File: config.mk
export PLATFORM = sky130hd
export DESIGN_NAME = three_term_recurrence_checksum
export DESIGN_NICKNAME = d
export VERILOG_FILES = /design/src/design/ttrc_pkg.sv /design/src/design/ttrc_term.sv /design/src/design/three_term_recurrence_checksum.sv
export SDC_FILE = /design/constraint.sdc
export NUM_CORES = 1
export LEC_CHECK = 0
export BUFFER_PORTS_ARGS = -buffer_cell sky130_fd_sc_hd__buf_2
export CORE_MARGIN = 3
export CORE_UTILIZATION = 44
export DETAILED_ROUTE_END_ITERATION = 6
export PLACE_DENSITY_LB_ADDON = 0.05
export SETUP_SLACK_MARGIN = 0.3
export SLEW_MARGIN = 20
export SYNTH_ARGS = -nofsm -noshare
export SYNTH_HDL_FRONTEND = slang
export SYNTH_HIERARCHICAL = 1
export SYNTH_SLANG_ARGS = --single-unit
export TNS_END_PERCENT = 10
File: constraint.sdc
create_clock -name clk -period 15.3 [get_ports clk]
set_input_delay 3.06 -clock clk [delete_from_list [all_inputs] [get_ports clk]]
set_output_delay 3.06 -clock clk [all_outputs]
set_load 0.01 [all_outputs]
File: src/design/ttrc_pkg.sv
package ttrc_pkg;

  localparam logic [15:0] TERM_MOD     = 16'hFFFF;
  localparam logic [15:0] FIRST_OFFSET = 16'd7;
  localparam logic [7:0]  ALPHA_MUL    = 8'd17;
  localparam logic [7:0]  BETA_MUL     = 8'd31;
  // 256 * 65535: a multiple of the modulus that lifts any difference above zero
  localparam logic [26:0] DIFF_BIAS    = 27'd16776960;

  typedef struct packed {
    logic [15:0] prev_term;
    logic [15:0] cur_term;
  } term_pair_t;

endpackage

File: src/design/ttrc_term.sv
module ttrc_term
  import ttrc_pkg::*;
(
  input  logic [7:0]  data_byte,
  input  logic [7:0]  pos,
  input  term_pair_t  terms,
  output logic [15:0] next_term
);

  logic [7:0]         alpha;
  logic [7:0]         beta;
  logic [8:0]         factor;
  logic [24:0]        prod;
  logic [23:0]        sub;
  logic signed [26:0] diff;
  logic               neg;
  logic [26:0]        biased;
  logic [16:0]        folded;

  // coefficients only depend on the position modulo 256
  assign alpha  = pos * ALPHA_MUL;
  assign beta   = pos * BETA_MUL;
  assign factor = {1'b0, data_byte} + {1'b0, alpha};

  assign prod = {16'd0, factor} * {9'd0, terms.cur_term};
  assign sub  = {16'd0, beta} * {8'd0, terms.prev_term};

  assign diff = $signed({2'b00, prod}) - $signed({3'b000, sub});
  assign neg  = diff[26];

  // a negative difference also adds one, through neg, on top of the bias
  assign biased = $unsigned(diff) + {26'd0, neg} + DIFF_BIAS;

  // 2^16 is 1 modulo 65535: fold the upper bits onto the lower half
  assign folded = {1'b0, biased[15:0]} + {6'd0, biased[26:16]};

  always_comb begin
    if (folded >= {1'b0, TERM_MOD}) begin
      next_term = 16'(folded - {1'b0, TERM_MOD});
    end else begin
      next_term = folded[15:0];
    end
  end

endmodule

File: src/design/three_term_recurrence_checksum.sv
// A last byte passes the input register, then the result register drives out_valid.
// Throughput: one byte item per cycle while no last byte waits on a held result;
// the recurrence step (two multiplies, a subtract and a fold modulo 65535) is
// combinational against the term registers, so the step itself never holds a byte.
// Reset: synchronous, active-low rst_n; terms return to 1, position to 0,
// the block awaits a first byte, and both pipeline valids clear.
module three_term_recurrence_checksum
  import ttrc_pkg::*;
(
  input  logic        clk,
  input  logic        rst_n,
  input  logic        in_valid,
  output logic        in_ready,
  input  logic [7:0]  in_data_byte,
  input  logic        in_last_byte,
  output logic        out_valid,
  input  logic        out_ready,
  output logic [15:0] out_checksum
);

  // input register: holds one byte item ahead of the recurrence step
  logic        s1_valid_r, s1_valid_nxt;
  logic [7:0]  s1_byte_r;
  logic        s1_last_r;
  logic        s1_fire;

  // recurrence state
  term_pair_t  terms_r, terms_nxt;
  logic [7:0]  pos_r, pos_nxt;
  logic        first_r, first_nxt;

  // result register
  logic        out_valid_r, out_valid_nxt;
  logic [15:0] out_checksum_r;

  logic [15:0] step_term;
  logic [15:0] new_term;

  ttrc_term u_term (
    .data_byte (s1_byte_r),
    .pos       (pos_r),
    .terms     (terms_r),
    .next_term (step_term)
  );

  // A byte that ends a message needs a free result slot; any other byte
  // advances the recurrence without touching the output side.
  assign s1_fire  = s1_valid_r && !(s1_last_r && out_valid_r && !out_ready);
  assign in_ready = !s1_valid_r || s1_fire;

  always_comb begin
    s1_valid_nxt = s1_valid_r;
    if (in_valid && in_ready) begin
      s1_valid_nxt = 1'b1;
    end else if (s1_fire) begin
      s1_valid_nxt = 1'b0;
    end
  end

  // first byte of a message seeds the term; later bytes run the step
  assign new_term = first_r ? ({8'd0, s1_byte_r} + FIRST_OFFSET) : step_term;

  always_comb begin
    terms_nxt = terms_r;
    pos_nxt   = pos_r;
    first_nxt = first_r;
    if (s1_fire) begin
      if (s1_last_r) begin
        // message done: drop back to the reset state
        terms_nxt.prev_term = 16'd1;
        terms_nxt.cur_term  = 16'd1;
        pos_nxt             = 8'd0;
        first_nxt           = 1'b1;
      end else if (first_r) begin
        terms_nxt.prev_term = 16'd1;
        terms_nxt.cur_term  = new_term;
        pos_nxt             = 8'd1;
        first_nxt           = 1'b0;
      end else begin
        terms_nxt.prev_term = terms_r.cur_term;
        terms_nxt.cur_term  = new_term;
        pos_nxt             = pos_r + 8'd1;
      end
    end
  end

  always_comb begin
    out_valid_nxt = out_valid_r;
    if (s1_fire && s1_last_r) begin
      out_valid_nxt = 1'b1;
    end else if (out_ready) begin
      out_valid_nxt = 1'b0;
    end
  end

  always_ff @(posedge clk) begin
    if (!rst_n) begin
      s1_valid_r  <= 1'b0;
      terms_r     <= '{prev_term: 16'd1, cur_term: 16'd1};
      pos_r       <= 8'd0;
      first_r     <= 1'b1;
      out_valid_r <= 1'b0;
    end else begin
      s1_valid_r  <= s1_valid_nxt;
      terms_r     <= terms_nxt;
      pos_r       <= pos_nxt;
      first_r     <= first_nxt;
      out_valid_r <= out_valid_nxt;
    end
  end

  // payload registers: load on acceptance, hold otherwise
  always_ff @(posedge clk) begin
    if (in_valid && in_ready) begin
      s1_byte_r <= in_data_byte;
      s1_last_r <= in_last_byte;
    end
    if (s1_fire && s1_last_r) begin
      out_checksum_r <= new_term;
    end
  end

  assign out_valid    = out_valid_r;
  assign out_checksum = out_checksum_r;

endmodule

==> results.md <==
* Outcome: finished, final reports clean
* Async SR Flop Fraction at 0
* Gpl congestion at 0.915
* Critical path's slowest cell: fa_1
* Min-Delay Path Depth at 2
* # DRC at 0
* Post-Synth Adder-Cell Area at 0.431
* Most frequent CP cell: fa_1
* EDFF count, synth at 25
* Root Buffer: clkbuf_16
* DRT antenna net count at 0
* Layout cells sized above 1 at 0.0872
* Critical Path RT at 15550 ps
* CP peak stage delay at 550 ps
* Area grow syn2layout at 7.94%
* Cell Area, Synth at 14400 µm²
* Clock latency on the worst-skew pair at 360 ps
* GRT overflow at 0
* Worst-path clk slew at 70 ps
* CTS Buffer Depth at 2
* Mux cell area share after synthesis at 0.00321
* Crit path capture type: register
* Top FF cell, synth: dfxtp_1
* Core Rows at 65
* FMAX at 69.8 MHz
* Reg2Reg Depth at 59
* Cell Count, Final, Fillers Out at 2097
* Die width at 187 µm
* Synth warn at 6
* Drt pass-1 iters at 6
* First-pass GRT wire length at 63100 µm
* Tot GR Track Use at 0.227
* Mapped Cells at 1639
* Max_slew headroom at 0.367
* Avg WL per Cell at 18.5 µm
* Max-cap violations at 0
* CTS sink cnt at 68
* Vias at 11.0k
* Area fraction in compound gates after synthesis at 0.107
* Register area share after synthesis at 0.112
* DP Cell Count at 2069
* Num ports at 31
* Iteration-0 DRC Markers at 541
* Final Hold Viols at 0
* Initial Utilization at 0.451
* Distinct cells, synth at 93
* Critical Path AT at 14580 ps
* Final Max Slew Viols at 0
* Setup TNS at 0 ps
* Diodes inserted at 0
* Setup-failing EPs final at 0
* CP Launch Type: register
* Largest net degree at the start of global routing at 37
* Die H at 187 µm
* IO buf count at 30
* Worst Skew at 19.5 ps
* Fin util at 0.487
* H-tree Lvls at 3
* Largest family of logic cells by synthesized area: adder cells
* Nets@finish at 2024
* DP HPWL at 31400 µm
* Total Wirelength at 38700 µm
* Initial antenna violation count at 0
* Die area at 35000 µm²
* RSZ-0062 raised after global routing: no
* Syn_nets at 2006
* Critical path class: register to register
* Vias in the first global route at 11.3k
* Core box area at 32000 µm²
* Slew @ Worst Pin at 948 ps
* Total CTS buffers at 9
* Synth Area per Inst at 8.80 µm²
* Crit Path Max Fanout at 9
* HP Class: register to register
* Clock tree from TritonCTS: built
* Final Cycle Share at 0.936
* Post-Synth XOR/XNOR Area at 0.0530
* Via density at 5.23
* Tmin final at 14330 ps
* Simple-gate share of the synthesized area at 0.195
* Post-synthesis register bit count at 68
* # hold bufs at CTS at 0
-- final cells by class --
type                       count  area, µm²
sequential                    68       1610
tap                          435        544
fill                        3207      16400
inverter                     305       1140
clock buffer                   9        225
clock inverter                 7       83.8
timing repair buffer          63        399
multi-input combinational   1210      11600
-- synth_stat cells, types with 3 or more instances --
cell type	count	share of area
nand4_1	5	0.0022
dfxtp_1	43	0.060
a21oi_1	55	0.019
a211oi_4	3	0.0042
o211a_1	3	0.0021
and3_1	10	0.0043
nand3_1	28	0.0097
buf_2	10	0.0035
o21ai_1	8	0.0028
nor3b_1	4	0.0021
a211oi_1	8	0.0042
a311o_1	3	0.0021
nor4_1	7	0.0030
a22oi_1	11	0.0057
edfxtp_1	25	0.052
a31oi_1	7	0.0030
fa_1	238	0.33
inv_1	305	0.079
buf_1	9	0.0023
a21o_1	15	0.0078
xor2_1	32	0.019
o21a_1	6	0.0031
xnor2_1	49	0.030
o41ai_1	3	0.0018
a211o_1	4	0.0024
o211ai_1	8	0.0042
a21boi_1	4	0.0021
a311oi_1	3	0.0018
or2_1	3	0.0013
nor2b_1	19	0.0082
clkbuf_1	25	0.0065
o2111ai_1	3	0.0018
o21bai_1	10	0.0052
buf_4	7	0.0036
and2_1	135	0.059
o21ai_0	28	0.0097
or3_1	11	0.0048
nand2_1	225	0.059
nor3_1	19	0.0066
nor2_1	54	0.014
nand2b_1	11	0.0048
ha_1	116	0.10
nand3b_1	3	0.0016
-- worst max-delay path, delay by kind of cell (launching register included) --
kind / cells / cell delay, ps
adder cells (fa/ha/maj): 14 / 5850
AO/OA/AOI/OAI: 16 / 3260
AND/OR/NAND/NOR: 13 / 2650
buffers and inverters: 11 / 1120
XOR/XNOR: 4 / 630
flip-flops: 1 / 440
multiplexers: 1 / 250
-- cells in the final DEF, fill, tap and decap left out, types with 10 or more instances in the layout --
| cell | n |
|---|---|
| nor2_1 | 53 |
| nand2b_1 | 11 |
| dfxtp_1 | 41 |
| inv_1 | 305 |
| and2_1 | 135 |
| a21oi_1 | 49 |
| a22oi_1 | 11 |
| a21o_1 | 14 |
| nand2_1 | 224 |
| o21ai_0 | 27 |
| xnor2_1 | 43 |
| o21bai_1 | 10 |
| nand3_1 | 28 |
| buf_4 | 31 |
| xor2_1 | 31 |
| ha_1 | 116 |
| nor3_1 | 18 |
| edfxtp_1 | 25 |
| fa_1 | 238 |
| nor2b_1 | 19 |
| or3_1 | 11 |
| buf_2 | 31 |
-- routing by layer --
metal | share of wire | vias to the layer above | track usage
met3 | 0.036 | 30 | 0.0223
li1 | - | 5232 | -
met4 | 0.012 | 0 | 0.0407
met1 | 0.47 | 5466 | 0.322
met5 | 0 | - | 0
met2 | 0.48 | 232 | 0.382
-- path summary, 6_finish.rpt --
check	to	slack, ps	startpoint
setup / recovery	terms_r[5]$_SDFFE_PN0P_	970	pos_r[1]$_SDFFE_PN0P_
hold / removal	pos_r[7]$_SDFFE_PN0P_	500	pos_r[7]$_SDFFE_PN0P_
setup reg to reg	terms_r[5]$_SDFFE_PN0P_	970	pos_r[1]$_SDFFE_PN0P_
hold reg to reg	pos_r[7]$_SDFFE_PN0P_	500	pos_r[7]$_SDFFE_PN0P_
-- state kept, by name (all words and copies together) (netlist names) --
name          cells
terms_r          32
out_checksum     16
pos_r             8
s1_byte_r         8
first_r           1
out_valid         1
s1_last_r         1
s1_valid_r        1
-- repair_timing --
item	CTS	global route
gates cloned	0	1
buffers inserted	0	11
resized for setup	3	29
endpoints found under the setup margin	18	32
pin swaps	0	9
-- metrics by stage --
step | setup slack, ps | hold slack (ps) | cell area (µm²)
global placement | 407 | 484 | 15000
detailed placement | 136 | 494 | 15000
CTS | 301 | 502 | 15300
finish | 974 | 502 | 15600
global route | 310 | 569 | 15600
floorplan | 1190 | 439 | 14400
-- cells by family (layout without fill, tap and decap cells) --
| family | Yosys count | in the layout |
|---|---|---|
| xor gates and xnor gates | 84 | 84 |
| AOI/OAI and AO/OA | 213 | 213 |
| buffers and inverters | 361 | 384 |
| muxes | 4 | 4 |
| DFF | 68 | 68 |
| adders and majority gates | 354 | 354 |
| and+or+nand+nor | 555 | 555 |
Power is not shown: default switching activity piles up to over one toggle a cycle in this logic, so the estimate is an artifact.
